--- src/hw/rtl/ffba_pkg.sv ---
`default_nettype none
package ffba_pkg;

  localparam int MAX_BLOCKS_DEF = 256;
  localparam int META_BYTES_DEF = 32;
  localparam logic [26:0] MAX_REQUEST_RST = 27'd100000000;
  localparam logic [31:0] HEAP_CAP_RST = 32'hFFFF_FFFF;
  localparam int Q_DEPTH = 2;

  typedef enum logic [1:0] {
    K_ALLOC   = 2'd0,
    K_CALLOC  = 2'd1,
    K_FREE    = 2'd2,
    K_REALLOC = 2'd3
  } kind_t;

  localparam logic [1:0] ST_OK   = 2'd0;
  localparam logic [1:0] ST_REJ  = 2'd1;
  localparam logic [1:0] ST_FULL = 2'd2;

  localparam logic [2:0] ADDR_MAX_REQ  = 3'd0;
  localparam logic [2:0] ADDR_HEAP_CAP = 3'd4;

  typedef struct packed {
    logic [1:0]  kind;
    logic [26:0] request_size;
    logic [26:0] element_count;
    logic        handle_valid;
    logic [7:0]  handle;
  } in_item_t;

  typedef struct packed {
    logic [1:0]  status;
    logic [7:0]  result_handle;
    logic [31:0] data_offset;
    logic [26:0] copy_bytes;
    logic [26:0] clear_bytes;
    logic [8:0]  allocated_blocks;
    logic [8:0]  free_blocks;
    logic [31:0] allocated_bytes;
    logic [31:0] free_bytes;
  } out_item_t;

  // classified request handed from front to back
  typedef struct packed {
    kind_t       kind;
    logic        reject;
    logic [26:0] size;
    logic [26:0] clear;
    logic        hvalid;
    logic [7:0]  hin;
  } cmd_t;

  typedef struct packed {
    logic [26:0] len;
    logic        free;
    logic [31:0] start;
  } entry_t;

endpackage
`default_nettype wire

--- src/hw/rtl/ffba_front.sv ---
`default_nettype none
module ffba_front
  import ffba_pkg::*;
(
  input  wire logic        clk,
  input  wire logic        rst_n,
  input  wire logic        acc,
  input  wire in_item_t    item,
  input  wire logic [26:0] max_request,
  input  wire logic        q_full,
  output cmd_t             push_cmd,
  output logic             push,
  output logic             busy
);

  logic        v1_r, v1_nxt, v2_r, v2_nxt;
  in_item_t    it1_r, it2_r;
  logic [53:0] prod_r;
  logic        adv2;
  logic        size_bad;

  assign push = v2_r && !q_full;
  assign adv2 = push || !v2_r;
  assign busy = v1_r || v2_r;

  always_comb begin
    v1_nxt = v1_r;
    v2_nxt = v2_r;
    if (adv2) begin
      v2_nxt = v1_r;
      v1_nxt = 1'b0;
    end
    if (acc) v1_nxt = 1'b1;
  end

  always_ff @(posedge clk) begin
    if (!rst_n) begin
      v1_r <= 1'b0;
      v2_r <= 1'b0;
    end else begin
      v1_r <= v1_nxt;
      v2_r <= v2_nxt;
    end
  end

  always_ff @(posedge clk) begin
    if (acc) it1_r <= item;
    if (adv2 && v1_r) begin
      it2_r  <= it1_r;
      prod_r <= 54'(it1_r.element_count) * 54'(it1_r.request_size);
    end
  end

  assign size_bad = (it2_r.request_size == '0) || (it2_r.request_size > max_request);

  always_comb begin
    push_cmd.kind   = kind_t'(it2_r.kind);
    push_cmd.hvalid = it2_r.handle_valid;
    push_cmd.hin    = it2_r.handle;
    push_cmd.size   = it2_r.request_size;
    push_cmd.clear  = '0;
    push_cmd.reject = 1'b0;
    unique case (kind_t'(it2_r.kind))
      K_ALLOC:   push_cmd.reject = size_bad;
      K_CALLOC: begin
        push_cmd.reject = (it2_r.element_count == '0) || (prod_r == '0) ||
                          (prod_r > 54'(max_request));
        push_cmd.size   = prod_r[26:0];
        push_cmd.clear  = prod_r[26:0];
      end
      K_FREE:    push_cmd.reject = !it2_r.handle_valid;
      K_REALLOC: push_cmd.reject = size_bad;
      default:   push_cmd.reject = 1'b1;
    endcase
  end

endmodule
`default_nettype wire

--- config.mk ---
export PLATFORM = sky130hd
export DESIGN_NAME = ffba_front
export DESIGN_NICKNAME = d
export VERILOG_FILES = /design/src/hw/rtl/ffba_pkg.sv /design/src/hw/rtl/ffba_front.sv
export SDC_FILE = /design/constraint.sdc
export NUM_CORES = 2
export LEC_CHECK = 0
export BUFFER_PORTS_ARGS = -buffer_cell sky130_fd_sc_hd__buf_2
export CORE_MARGIN = 5
export CORE_UTILIZATION = 45
export DETAILED_ROUTE_END_ITERATION = 8
export SLEW_MARGIN = 20
export SYNTH_ARGS = -nofsm -noshare
export SYNTH_HDL_FRONTEND = slang
export SYNTH_SLANG_ARGS = --single-unit
--- constraint.sdc ---
create_clock -name clk -period 11.65 [get_ports clk]
set_input_delay 1.7475 -clock clk [delete_from_list [all_inputs] [get_ports clk]]
set_output_delay 1.7475 -clock clk [all_outputs]
set_load 0.03 [all_outputs]
### Yosys cells after proc, flatten, opt, wreduce, memory -nomap -nowiden

Index checks and enable logic that the tools add are counted.

| storage, ports and cells | value |
|---|---|
| register bits | 186 |
| bits of input ports | 96 |
| output and inout bits | 68 |
| logic and storage cells | 39 |

| operators by class | value |
|---|---|
| $mul | 1 |
| order comparisons | 2 |
| eq/ne operators | 3 |
| mux-type cells | 4 |
| reductions and logical operators | 16 |

Operators with widths:

| kind | count |
|---|---|
| $gt A54 B27 Y1 | 1 |
| $logic_not A27 Y1 | 2 |
| $logic_not A54 Y1 | 1 |
| $mul A27 B27 Y54 | 1 |
| $mux W54 | 1 |
| $gt A27 B27 Y1 | 1 |
| $logic_or A1 B1 Y1 | 5 |
| $eq A2 B2 Y1 const B | 2 |
| $logic_not A1 Y1 | 3 |
| $pmux W1 S3 | 1 |
| $eq A2 B1 Y1 const B | 1 |
| $logic_and A1 B1 Y1 | 2 |
| $logic_not A2 Y1 | 1 |
| $mux W1 | 2 |
| $reduce_bool A2 Y1 | 1 |
| $reduce_or A2 Y1 | 1 |

### Longest topological paths before layout

| depth | value |
|---|---|
| depth after elaboration | 5 |
| mapped depth | 28 |
| mapped depth without buffers | 24 |

### Least setup slack after synthesis

Ideal clock, no wire load.

| path | value |
|---|---|
| path kind | input -> register |
| start | input port q_full |
| end | register it2_r[10] (netlist bit), enable pin |
| library setup time | 777 ps |
| arrival | 10355 ps |
| data required time | 10873 ps |
| path slack | 517 ps |
| cell stages on the path | 1 |
| path buffers | 0 |
| path through | a21boi_0 |

| between the ends | value |
|---|---|
| cells in the longest elaborated chain, start to end | 4 |

RTL lines:

| item | RTL line | text |
|---|---|---|
| start: declaration | ffba_front.sv:10 | `input wire logic q_full,` |
| $logic_not A1 Y1 | ffba_front.sv:22 | `assign push = v2_r && !q_full;` |
| $logic_and A1 B1 Y1 | ffba_front.sv:22 |  |
| $logic_or A1 B1 Y1 | ffba_front.sv:23 | `assign adv2 = push \|\| !v2_r;` |
| $logic_and A1 B1 Y1 | ffba_front.sv:48 | `if (adv2 && v1_r) begin` |
| end signal: assignment | ffba_front.sv:49 | `it2_r <= it1_r;` |
| end: declaration | ffba_front.sv:17 | `in_item_t it1_r, it2_r;` |

No other way between the ends.
A chain may end at the register's enable or synchronous reset.

### Worst setup path after layout

| path | value |
|---|---|
| start | register it1_r[40] (netlist bit) |
| end | register prod_r[45] (data pin) |

| between the ends | value |
|---|---|
| cells in the longest elaborated chain, start to end | 1 |

RTL lines:

| item | RTL line | text |
|---|---|---|
| start: declaration | ffba_front.sv:17 |  |
| start signal: assignment | ffba_front.sv:47 | `if (acc) it1_r <= item;` |
| $mul A27 B27 Y54 | ffba_front.sv:50 | `prod_r <= 54'(it1_r.element_count) * 54'(it1_r.request_size);` |
| end signal: assignment | ffba_front.sv:50 |  |
| end: declaration | ffba_front.sv:18 | `logic [53:0] prod_r;` |

No other way between the ends.

==> results.json <==
{
  "synthXorXnorAreaFrac_pct": 1.30,
  "regArea_um2": 5570,
  "ant_nets": 0,
  "num_io_pins": 164,
  "synthAdderAreaFrac_pct": 49.2,
  "setup_ws_ns": 4.01,
  "yosys_warnings": 0,
  "fill_cells": 6641,
  "grt_max_degree": 63,
  "final_cell_mix": "773 x inv_1, 624 x fa_1, 503 x nand2_1",
  "grt_pass1_vias": 24200,
  "dr.first_iter.drc_count": 1428,
  "max-cap-violations": 0,
  "clk_pin_slew_ns": 0.10,
  "final.setup.tns_ns": 0,
  "multi_input_area_um2": 22500,
  "area_growth_pct": 7.30,
  "firstDrtPassIters": 6,
  "dpl_worst_slack_ns": 4.04,
  "synth_simple_gate_area_share_pct": 14.9,
  "initial_utilization_pct": 45.4,
  "synthCells": 3273,
  "cts_setup_buffers": 0,
  "start_kind": "flop",
  "synth_top_family_by_area": "adder cells",
  "io_buffers": 163,
  "worst_pin_slew_ns": 1.21,
  "fmax_mhz": 131,
  "synth_top_area_share_pct": 39.4,
  "rsz0062_at_grt": "false",
  "cts.sinks": 186,
  "avgSynthCellArea_um2": 9.69,
  "synth.area.top_cells": "fa_1 39%, edfxtp_1 17%, ha_1 9.8%, inv_1 9.2%, nand2_1 6.0%",
  "clockBufferDepth": 2,
  "die_y_um": 275,
  "fin_crit_sh_pct": 65.6,
  "avgViaCountPerCell": 5.25,
  "cts_resized": 0,
  "status": "finished clean",
  "placed_cells": 4250,
  "async_reset_ff_share_pct": 0,
  "antenna_found_initial": 2,
  "die_width_um": 275,
  "synth-compound-area-share_pct": 4.57,
  "placedInstanceArea_um2": 33400,
  "cts_root_buf": "clkbuf_16",
  "synth.largest_area_cell": "fa_1",
  "fin_skew_ns": 0.0349,
  "crit_path_end_kind": "flop",
  "gr-total-overflow": 0,
  "ys_types": 62,
  "hold_depth": 0,
  "seq_area_frac_synth_pct": 17.6,
  "antenna_cells": 0,
  "setup_viol": 0,
  "rrSetupSlack_ns": 4.01,
  "layout_commonest_cell": "inv_1",
  "use_met3_pct": 3.10,
  "critPathLaunch": "it1_r[40]",
  "min_from": "it1_r[3]",
  "insertion_delay_ns": 0.52,
  "min_period_ns": 7.64,
  "path_class": "flop to flop",
  "drt-total-wl_um": 89900,
  "rows": 97,
  "hpwl_um": 67900,
  "cp_max_fo": 28,
  "hp-class": "flop to flop",
  "synth_fp_nets": 4242,
  "busiest_layer": "met2",
  "r2r-start": "it1_r[40]",
  "dieArea_um2": 75900,
  "min_to": "push_cmd[3]",
  "cts_tree": "built",
  "core_um2": 69900,
  "reg2reg_depth": 23,
  "worst_r2r_endpoint": "prod_r[45]",
  "drive_gt1_share_pct": 8.85,
  "syn-cell-area_um2": 31700,
  "drv_slew": 0,
  "gr-usage-all-layers_pct": 24.5,
  "arrival_ns": 7.89,
  "worstPathRequired_ns": 11.90,
  "hold_viol_final": 0,
  "layout.cells.non_filler": 4285,
  "grt_pass1_wl_um": 140000,
  "max_slew_margin_pct": 18.4,
  "drc": 0,
  "postCtsHoldBufs": 0,
  "synth_enable_flop_cells": 184,
  "num_vias": 22500,
  "wire_per_inst_um": 21.0,
  "numCtsBuffers": 17,
  "synth_top_flop_cell": "edfxtp_1",
  "place_congestion": 0.880,
  "htree_levels": 4,
  "ys_ff_latch": 186,
  "use_met1_pct": 29.9,
  "globalRouteMet2Util_pct": 43.6,
  "fin_area_um2": 34000,
  "nets": 4301,
  "synth_mux_area_share_pct": 0.990
}
[cell usage after synthesis (all sizes together) (3+ instances only)]
cell,count
nand2,503
nand4,32
and2,301
a211oi,7
o21ai,48
xnor2,31
or2,3
buf,24
ha,249
o21a,5
o211ai,8
fa,624
nand2b,6
xor2,16
nor2,32
nor2b,11
and4,3
nor3,17
or3,3
a21oi,73
edfxtp,184
inv,773
a41oi,4
mux2,27
o2111ai,3
nor4,26
nor3b,3
and3,7
nand3,13
o21bai,9
a31oi,11
a21o,40
clkbuf,153
[how the worst max path moves through the flow]
| stage | end | slack, ns | depth (start not counted) |
|---|---|---|---|
| final | prod_r[45] | 4.01 | 23 |
| after global routing | prod_r[37] | 3.70 | 23 |
| after CTS | prod_r[45] | 4.01 | 23 |
| after detailed placement | prod_r[45] | 4.04 | 23 |
| after global placement | prod_r[51] | 4.09 | 23 |
| after floorplan | it2_r[10] | 0.52 | 1 |
[per-stage QoR]
| stage | hold slack [ns] | util, % |
|---|---|---|
| 3_3_place_gp | 0.400 | 47.7 |
| 5_1_grt | 0.418 | 48.7 |
| 2_1_floorplan | 0.400 | - |
| 3_5_place_dp | 0.405 | 47.7 |
| 6_report | 0.407 | 48.7 |
| 4_1_cts | 0.410 | 48.6 |
[layer usage]
layer / wire length, um / up-vias
li1: - / 9958
met1: 34800 / 11700
met2: 46800 / 660
met3: 4250 / 187
met4: 4010 / 4
met5: 25 / -
[layout make-up]
type | instances | share of cell area (%)
Inverter | 773 | 8.53
Clock buffer | 18 | 1.26
Timing Repair Buffer | 217 | 3.72
Multi-Input combinational cell | 2137 | 66.2
Sequential cell | 186 | 16.4
Clock inverter | 14 | 0.504
Tap cell | 940 | 3.46
[kinds of logic after synthesis]
logic type,after synthesis
AND/OR/NAND/NOR,965
buffers and inverters,950
adder cells (fa/ha/maj),873
AO/OA/AOI/OAI,224
flip-flops,186
XOR/XNOR,47
multiplexers,28
[registers in the layout (all words and copies together), names as in the netlist]
| name | count |
|---|---|
| v2_r | 1 |
| push_cmd | 11 |
| v1_r | 1 |
| prod_r | 54 |
| it2_r | 54 |
| it1_r | 65 |
[worst max-delay path, cell delays in order, from the launching register on]
cell	delay, ns
edfxtp_1	1.10
and2_1	0.27
fa_1	0.45
fa_1	0.54
inv_1	0.05
fa_1	0.53
inv_1	0.05
fa_1	0.51
inv_1	0.06
fa_1	0.53
inv_1	0.05
fa_1	0.47
inv_1	0.05
fa_1	0.50
inv_1	0.05
ha_1	0.39
nand2_1	0.13
o31ai_1	0.32
a41oi_1	0.18
a21oi_2	0.24
nor4b_4	0.30
or2_1	0.31
a31oi_1	0.14
xnor2_1	0.15
Power is not shown: default switching activity piles up to over one toggle a cycle in this logic, so the estimate is an artifact.
