==> config.mk <==
export PLATFORM = sky130hd
export DESIGN_NAME = ffba_queue
export DESIGN_NICKNAME = d
export VERILOG_FILES = /design/src/hw/rtl/ffba_pkg.sv /design/src/hw/rtl/ffba_queue.sv
export SDC_FILE = /design/constraint.sdc
export NUM_CORES = 1
export LEC_CHECK = 0
export BUFFER_PORTS_ARGS = -buffer_cell sky130_fd_sc_hd__buf_2
export CORE_ASPECT_RATIO = 1.25
export CORE_UTILIZATION = 30
export CTS_BUF_LIST = sky130_fd_sc_hd__clkbuf_8
export DETAILED_ROUTE_END_ITERATION = 12
export PLACE_DENSITY = 0.54
export SLEW_MARGIN = 30
export SYNTH_ARGS = -nofsm -noshare
export SYNTH_HDL_FRONTEND = slang
export SYNTH_SLANG_ARGS = --single-unit
==> constraint.sdc <==
create_clock -name clk -period 3.69 [get_ports clk]
set_clock_uncertainty 0.15 [all_clocks]
set_input_delay 0 -clock clk [delete_from_list [all_inputs] [get_ports clk]]
set_output_delay 0 -clock clk [all_outputs]
set_load 0.005 [all_outputs]
==> src/hw/rtl/ffba_pkg.sv <==
`default_nettype none
package ffba_pkg;

  localparam int MAX_BLOCKS_DEF = 256;
  localparam int META_BYTES_DEF = 32;
  localparam logic [26:0] MAX_REQUEST_RST = 27'd100000000;
  localparam logic [31:0] HEAP_CAP_RST = 32'hFFFF_FFFF;
  localparam int Q_DEPTH = 2;

  typedef enum logic [1:0] {
    K_ALLOC   = 2'd0,
    K_CALLOC  = 2'd1,
    K_FREE    = 2'd2,
    K_REALLOC = 2'd3
  } kind_t;

  localparam logic [1:0] ST_OK   = 2'd0;
  localparam logic [1:0] ST_REJ  = 2'd1;
  localparam logic [1:0] ST_FULL = 2'd2;

  localparam logic [2:0] ADDR_MAX_REQ  = 3'd0;
  localparam logic [2:0] ADDR_HEAP_CAP = 3'd4;

  typedef struct packed {
    logic [1:0]  kind;
    logic [26:0] request_size;
    logic [26:0] element_count;
    logic        handle_valid;
    logic [7:0]  handle;
  } in_item_t;

  typedef struct packed {
    logic [1:0]  status;
    logic [7:0]  result_handle;
    logic [31:0] data_offset;
    logic [26:0] copy_bytes;
    logic [26:0] clear_bytes;
    logic [8:0]  allocated_blocks;
    logic [8:0]  free_blocks;
    logic [31:0] allocated_bytes;
    logic [31:0] free_bytes;
  } out_item_t;

  // classified request handed from front to back
  typedef struct packed {
    kind_t       kind;
    logic        reject;
    logic [26:0] size;
    logic [26:0] clear;
    logic        hvalid;
    logic [7:0]  hin;
  } cmd_t;

  typedef struct packed {
    logic [26:0] len;
    logic        free;
    logic [31:0] start;
  } entry_t;

endpackage
`default_nettype wire

==> src/hw/rtl/ffba_queue.sv <==
`default_nettype none
module ffba_queue
  import ffba_pkg::*;
(
  input  wire logic clk,
  input  wire logic rst_n,
  input  wire logic push,
  input  wire cmd_t push_cmd,
  input  wire logic pop,
  output cmd_t      head,
  output logic      empty,
  output logic      full
);

  localparam int PW = (Q_DEPTH > 1) ? $clog2(Q_DEPTH) : 1;
  localparam int CW = $clog2(Q_DEPTH + 1);

  cmd_t          ent_r [Q_DEPTH];
  logic [PW-1:0] wp_r, wp_nxt, rp_r, rp_nxt;
  logic [CW-1:0] cnt_r, cnt_nxt;

  assign empty = (cnt_r == '0);
  assign full  = (cnt_r == CW'(Q_DEPTH));
  assign head  = ent_r[rp_r];

  always_comb begin
    wp_nxt  = wp_r;
    rp_nxt  = rp_r;
    cnt_nxt = cnt_r;
    if (push) wp_nxt = (wp_r == PW'(Q_DEPTH - 1)) ? '0 : wp_r + 1'b1;
    if (pop)  rp_nxt = (rp_r == PW'(Q_DEPTH - 1)) ? '0 : rp_r + 1'b1;
    if (push && !pop) cnt_nxt = cnt_r + 1'b1;
    else if (pop && !push) cnt_nxt = cnt_r - 1'b1;
  end

  always_ff @(posedge clk) begin
    if (!rst_n) begin
      wp_r  <= '0;
      rp_r  <= '0;
      cnt_r <= '0;
    end else begin
      wp_r  <= wp_nxt;
      rp_r  <= rp_nxt;
      cnt_r <= cnt_nxt;
    end
  end

  always_ff @(posedge clk) begin
    if (push) ent_r[wp_r] <= push_cmd;
  end

endmodule
`default_nettype wire

[Word level (Yosys, flattened, before mapping)]
Memories as Yosys holds them, arrays and structs flattened. A register that Yosys moved wholly into a read port is not among the register bits.
Cells that the tools add are included.
Operators by class
  add/subtract/negate cells: 4
  eq/ne operators: 1
  muxes and demuxes: 8
  reduce and logical (&&, ||, !) cells: 6
Operators with widths (number)
  2-to-1 mux 1 bit: 6
  2-to-1 mux 2 bit: 2
  adder 1 bit (second input constant): 2
  adder 2 x 1 -> 2 bit (second input constant): 1
  equality test 2 bit (second input constant): 1
  logical AND 1 bit: 2
  logical NOT 1 bit: 2
  logical NOT 2 bit: 1
  nonzero test 2 bit: 1
  subtractor 2 x 1 -> 2 bit (second input constant): 1
Word-level totals
  bits in registers: 4
  memory bits (writable): 132
  bits of input ports: 70
  memories: 1
Memory list
  ent_r: words 2, width 66, rd ports 1, clocked after Yosys merged registers in 1, write ports 1, line ffba_queue.sv:18  | cmd_t ent_r [Q_DEPTH];

[Longest topological paths before layout]
Gate-level depths: netlist of the first run.
  depth after elaboration: 4
  mapped depth: 5

[Worst setup path after synthesis of the first run]
No wires, ideal clock.
  kind: register -> register
  start point: reg wp_r
  end point: mem ent_r[0][0] (netlist name), enable pin
  arrival time: 3.260 ns
  required time: 3.041 ns
  slack: -0.219 ns
  cell stages (with the launch flop): 2
  path buffers: 0
  clock period less this slack: 3.909 ns
  cell sequence: dfxtp_1 > nor2b_1
RTL lines
  start, declared: line ffba_queue.sv:19  | logic [PW-1:0] wp_r, wp_nxt, rp_r, rp_nxt;
  start signal, assigned: line ffba_queue.sv:42  | wp_r <= wp_nxt;
  end, declared: line ffba_queue.sv:18
No word-level cell before the write port.

==> impl_results.md, run 1 <==
* Synth unique cells at 18
* Post-synth top flop: edfxtp_1
* Syn Nets at 298
* Ys async rst share at 0
* Via-to-Cell Ratio at 4.13
* HP Class: input pin to flop
* CP delay by family, top: flip-flops
* Setup TNS at 0 ns
* ANT nets after route at 0
* Maximum vdd drop at 0.000244 V
* Crit path cell chain: buf_12 > mux2_2 > buf_2
* Synthesis-to-finish area growth at 42.0%
* Netlist Area Pre-Place at 0.00499 mm²
* Hold Violations, Final at 0
* Synth cell count leaders: edfxtp_1 (132), mux2_2 (66), dfxtp_1 (5)
* Die height at 146 µm
* WL met3 at just over 500 µm
* Placed Instances at about 580
* GRT Residual Overflow at 0
* Max-slew headroom at 0.645
* Share of cells above drive strength 1 at 0.522
* Critical-path maximum fanout at 36
* Final Power at approximately 3.4 mW
* Worst Path Buf+Inv at 2
* Initial Utilization at 0.308
* Req. time, crit path at 3.54 ns
* Min Tclk post-route at between 2 and 2.5 ns
* Outcome: completed
* CP Class: flop to output port
* Post-synthesis register bit count at 137
* F_max at 488 MHz
* Worst slew pin tran at about 0.53 ns
* Critical path's largest stage delay at about 0.64 ns
* Diode count at 0
* Tcrit/Tclk final at 0.556
* Clk Latency, worst-skew pair at approximately 0.43 ns
* Die X at roughly 120 µm
* Slew Viols, Final at 0
* DP HPWL at approximately 5500 µm
* Core Region at approximately 0.016 mm²
* Metal2 WL at approximately 4800 µm
* P_leak at around 2.6 nW
* Unrepaired setup endpoints after global routing: no
* DRT Wirelength at approximately 9000 µm
* Worst path slowest cell: dfxtp_4
* DR top layer: met4
* WHS at 0.135 ns
* Post-CTS Setup Bufs at 0
* Post-synth EDFFs at 132
* Largest net degree at the start of global routing at 67
* Placed Area at approximately 0.006 mm²
* Crit path DAT at 1.90 ns
* Startpoint class of the critical path: flop
* Pre-antenna DRT Iters at 4
* Number of global-route vias before repair at a little over 3000
* Clk buf depth at 2
* Seq/Total Area, Yosys at 0.815
* Root buffer cell: clkbuf_8
* Std cell rows at 52
* Syn Inst Count at 227
* Vias at between 2000 and 3000
* Port buffer count at roughly 140
* FILL cells at between 1000 and 1500
* Post-synth top area cell: edfxtp_1
* Clk sinks at about 140
* Most common cell in the netlist: edfxtp_1
* First-pass GRT wire length at 14700 µm
* Wl on met1 at approximately 3700 µm
* Total GRT Usage at 0.115
* CP Capture Type: output port
* Num CTS Buffers at 17
* Final Cell Area at around 0.0071 mm²
* # IOs at 138
* Synth Area per Inst at ~22 µm²
* Worst-path clk slew at around 0.080 ns
* GPL Wtd Cong at between 0.6 and 0.7
* Setup-failing EPs final at 0
* DRT iter0 DRCs at 83
* Pwr/cell area at between 400 and 500 mW/mm²
* Initial antenna violation count at 0
* DR WL/cell at roughly 13 µm
* Final nets at about 520
* Finished Layout Cells at slightly below 700
* Die ar. at roughly 0.017 mm²
* CTS tree: done
* Synth top area cells: edfxtp_1 (79%), mux2_2 (15%), dfxtp_1 (2.0%)
* MaxCap Viol Count at 0
* YS warnings at 0
* Htree depth at 4
* Share of the synthesized area in the top cell type at 0.795
* Remaining DRCs at 0
## registers in the layout (all words and copies together) (netlist names), named ones only
name and flops:
ent_r 132, wp_r 1, rp_r 1, cnt_r 2
## routing by layer
metal	track usage	vias to the layer above
li1	-	1348
met1	0.121	1365
met2	0.200	86
met3	0.0414	6
met4	0.0591	0
met5	0	-
## path summary, 6_finish.rpt
path / depth (start not counted) / slack (ns) / from / to
setup / recovery: 3 / 1.64 / flop / head[11]
hold / removal: 2 / 0.14 / push_cmd[12] / ent_r[0][12]$_DFFE_PP_
setup reg to reg: 4 / 1.70 / wp_r$_SDFFE_PN0P_ / wp_r$_SDFFE_PN0P_
hold reg to reg: 2 / 0.35 / cnt_r[1]$_SDFFE_PN0P_ / cnt_r[1]$_SDFFE_PN0P_
## power breakdown
part / internal, mW / total [mW] / switching, mW / leakage (nW)
combinational: 0.223 / 0.371 / 0.147 / 1.19
sequential: 1.79 / 1.83 / 0.0330 / 1.28
clock: 0.599 / 1.18 / 0.580 / 0.182
total: 2.62 / 3.38 / 0.760 / 2.65
## cells by family (layout without fill, tap and decap cells)
logic type / after synthesis / in the layout / synth area share
xor gates and xnor gates: 3 / 3 / 0.00527
AOI/OAI and AO/OA: 3 / 3 / 0.00401
buffers and inverters: 8 / 245 / 0.0133
DFF: 137 / 137 / 0.815
muxes: 66 / 66 / 0.149
adders and majority gates: 1 / 1 / 0.00251
and+or+nand+nor: 9 / 9 / 0.0113
## placed cells by master, fill, tap and decap left out, types with 3 or more instances in the layout
master	instances
clkinvlp_4	6
buf_12	3
buf_2	137
clkbuf_8	17
dlygate4sd3_1	71
and2_1	3
dfxtp_1	4
mux2_2	66
edfxtp_1	132
## timing repair
item                                    CTS  global route
gates resized for setup                   0             0
endpoints found under the setup margin    0             0
hold buffers                             71             0
endpoints found under the hold margin   148             0
## through the flow
step / setup slack [ns] / util
global placement: 1.68 / 0.365
global route: 1.50 / 0.437
floorplan: 1.06 / -
detailed placement: 1.90 / 0.367
CTS: 1.47 / 0.435
finish: 1.64 / 0.437
## area by class of cell
| type | count | area (µm²) | area share |
|---|---|---|---|
| Sequential cell | 137 | 4070 | 0.574 |
| Timing Repair Buffer | 212 | 1480 | 0.210 |
| Multi-Input combinational cell | 82 | 868 | 0.123 |
| Tap cell | 216 | 270 | 0.0382 |
| Clock buffer | 17 | 234 | 0.0330 |
| Clock inverter | 15 | 154 | 0.0217 |
| Inverter | 1 | 3.75 | 0.000530 |
Power figures use the tool's default switching activity.
==> run 2, diff against run 1 <==
Clock period 3.69 ns to 1.7 ns, I/O delays scaled along.
==> run 2 against run 1 <==
Effect of this change: the run now ends with setup timing left; critical path depth grew 1; final area grew 9.9%; setup slack worse by 1.7 ns; via count up 3.7%; sequential power increased by 120%; non-clock buffer count up 13; flip-flop and latch count did not move; highest routed layer is now met5.
==> impl_results.md, run 2 (synthesis results as in run 1) <==
* Total GRT Usage at 0.116 (was 0.115)
* CP Capture Type: output port (unchanged)
* Clk Latency, worst-skew pair at 0.44 ns (was 0.43 ns)
* Unrepaired setup endpoints after global routing: yes (was no)
* Outcome: finished with violations (was completed)
* Via-to-Cell Ratio at 4.20 (was 4.13)
* CP delay by family, top: buffers and inverters (was flip-flops)
* Critical path's largest stage delay at 0.38 ns (was 0.64 ns)
* Htree depth at 4 (unchanged)
* # IOs at 138 (unchanged)
* ANT nets after route at 0 (unchanged)
* Setup-failing EPs final at 23 (was 0)
* Share of cells above drive strength 1 at 0.527 (was 0.522)
* HP Class: input pin to flop (unchanged)
* Hold path depth at 2 (unchanged)
* Met3 track demand over resource at 0.0398 (was 0.0414)
* Initial Utilization at 0.308 (unchanged)
* GPL Wtd Cong at 0.674 (was 0.652)
* Pre-antenna DRT Iters at 4 (unchanged)
* R2R Setup Slk at 0.06 ns (was 1.70 ns)
* First-pass GRT wire length at 14900 µm (was 14700 µm)
* Reg-to-reg endpoint: wp_r$_SDFFE_PN0P_ (unchanged)
* Synthesis-to-finish area growth at 56.0% (was 42.0%)
* CP Class: flop to output port (unchanged)
* Initial antenna violation count at 1 (was 0)
* CTS tree: done (unchanged)
* Largest register FFs at 132 (unchanged)
* P_leak at 3.05 nW (was 2.65 nW)
* Commonest non-fill, non-tap cell in the layout: edfxtp_1 (was buf_2)
* Worst setup margin at -0.0130 ns (was 1.64 ns)
* Min Tclk post-route at roughly 1.7 ns
* Worst-path clk slew at 0.08 ns (about the same)
* Largest net degree at the start of global routing at 46 (was 67)
* Number of global-route vias before repair at 3022 (was 3021)
* Worst path slowest cell: dfxtp_4 (unchanged)
* Critical-path maximum fanout at 6 (was 36)
* Diode count at 0 (unchanged)
* Worst Path Buf+Inv at 3 (was 2)
* Slew Viols, Final at 0 (unchanged)
* GRT Residual Overflow at 0 (unchanged)
* GR peak layer: met2 (unchanged)
* MaxCap Viol Count at 0 (unchanged)
* Tcrit/Tclk final at 1.01
* F_max at roughly 580 MHz
* Num CTS Buffers at 17 (unchanged)
* Worst hold endpoint: ent_r[1][1]$_DFFE_PP_ (was ent_r[0][12]$_DFFE_PP_)
* Hold Path Origin: push_cmd[1] (was push_cmd[12])
* Biggest register: ent_r (unchanged)
* Final nets at 535 (was 522)
* Port buffer count at 137 (unchanged)
* Worst R2R Start: wp_r$_SDFFE_PN0P_ (unchanged)
* Req. time, crit path at 1.55 ns (was 3.54 ns)
* Startpoint class of the critical path: flop (unchanged)
* Die height at 146 µm (unchanged)
* Clk sinks at 137 (unchanged)
* Pwr/cell area at 993 mW/mm² (was 477 mW/mm²)
* Die X at 117 µm (unchanged)
* Hold Violations, Final at 0 (unchanged)
* Core Region at 0.0162 mm² (unchanged)
* R2R cell count at 4 (unchanged)
* DR WL/cell at 15.7 µm (was 13.5 µm)
* Std cell rows at 52 (unchanged)
* Die ar. at 0.0172 mm² (unchanged)
* Max-slew headroom at 0.805 (was 0.645)
* Worst slew pin tran at 0.293 ns (was 0.532 ns)
* Layout Utilization at 0.480 (was 0.437)
* Biggest regs: ent_r (132), cnt_r (2) (unchanged)
* Root buffer cell: clkbuf_8 (unchanged)
* Remaining DRCs at 0 (unchanged)
* Clk buf depth at 2 (unchanged)
* Crit path DAT at 1.56 ns (was 1.90 ns)
* Maximum vdd drop at 0.000574 V (was 0.000244 V)
* DP HPWL at 5720 µm (was 5480 µm)
* Vias at 2909 (was 2805)
* Final Power at 7.73 mW (was 3.38 mW)
* Met2 usage at 0.204 (was 0.200)
* GR Util met1 at 0.122 (was 0.121)
* Failing checks: setup timing
* Most frequent cells in the layout: edfxtp_1 (132), buf_2 (94), dlygate4sd3_1 (71), mux2_4 (46), buf_6 (44) (was buf_2 (137), edfxtp_1 (132), dlygate4sd3_1 (71), mux2_2 (66), clkbuf_8 (17))
* DRT iter0 DRCs at 125 (was 83)
* DRT Wirelength at 10900 µm (was 9180 µm)
* Crit path cell chain: buf_12 > buf_6 > mux2_2 > buf_2 (was buf_12 > mux2_2 > buf_2)
[run 2: changes by cell type in the layout (fill, tap and decap cells not counted), moves of 3 or more]
| cell | change |
|---|---|
| mux2_2 | -46 |
| clkbuf_16 | +5 |
| inv_1 | +3 |
| buf_6 | +44 |
| clkinvlp_4 | -4 |
| mux2_4 | +46 |
| buf_2 | -43 |
| buf_12 | +4 |
[run 2: worst max-delay path by stage]
stage	startpoint	to	slack, ns	cells after the start
after global placement	wp_r$_SDFFE_PN0P_	ent_r[1][5]$_DFFE_PP_	0.41	2
after CTS	flop	head[23]	-0.06	3
after floorplan	wp_r$_SDFFE_PN0P_	ent_r[0][0]$_DFFE_PP_	-0.18	1
final	flop	head[22]	-0.01	4
after global routing	flop	head[11]	-0.08	4
after detailed placement	wp_r$_SDFFE_PN0P_	ent_r[1][11]$_DFFE_PP_	0.42	2
[run 2: area by class of cell]
class	count	area, µm²
clock inverters	14	143
inverters	1	3.75
clock buffers	17	234
well taps	216	270
repair buffers	225	2010
flip-flops and latches	137	4070
fillers	1402	8420
multi-input cells	82	1050
[run 2: power breakdown]
part           leakage [nW]  total, mW  internal, mW  switching (mW)
clock                 0.201       2.55          1.40            1.15
sequential             1.28       3.95          3.90          0.0491
combinational          1.57       1.23         0.781           0.448
[run 2: per-layer routing]
layer / up-vias / routed length, µm
met5: - / 13
met4: 2 / 202
met3: 16 / 477
met2: 90 / 5800
met1: 1431 / 4360
li1: 1370 / -
[run 2: metrics by stage]
step,setup TNS (ns),std cells,hold WS (ns),area [µm²],worst slack (ns)
global route,-3.84,692,0.102,7780,-0.0812
finish,-0.165,692,0.126,7780,-0.0130
CTS,-2.45,681,0.0975,7110,-0.0617
floorplan,-16.63,227,-0.0511,5000,-0.183
global placement,0,579,0.0382,6000,0.415
detailed placement,0,579,0.0414,6000,0.420
[run 2: what timing repair did]
action,in CTS,in global routing
hold buffers,71,0
endpoints found under the setup margin,66,67
gates resized for setup,3,95
endpoints found under the hold margin,137,0
buffers inserted,0,2
cloned,0,9
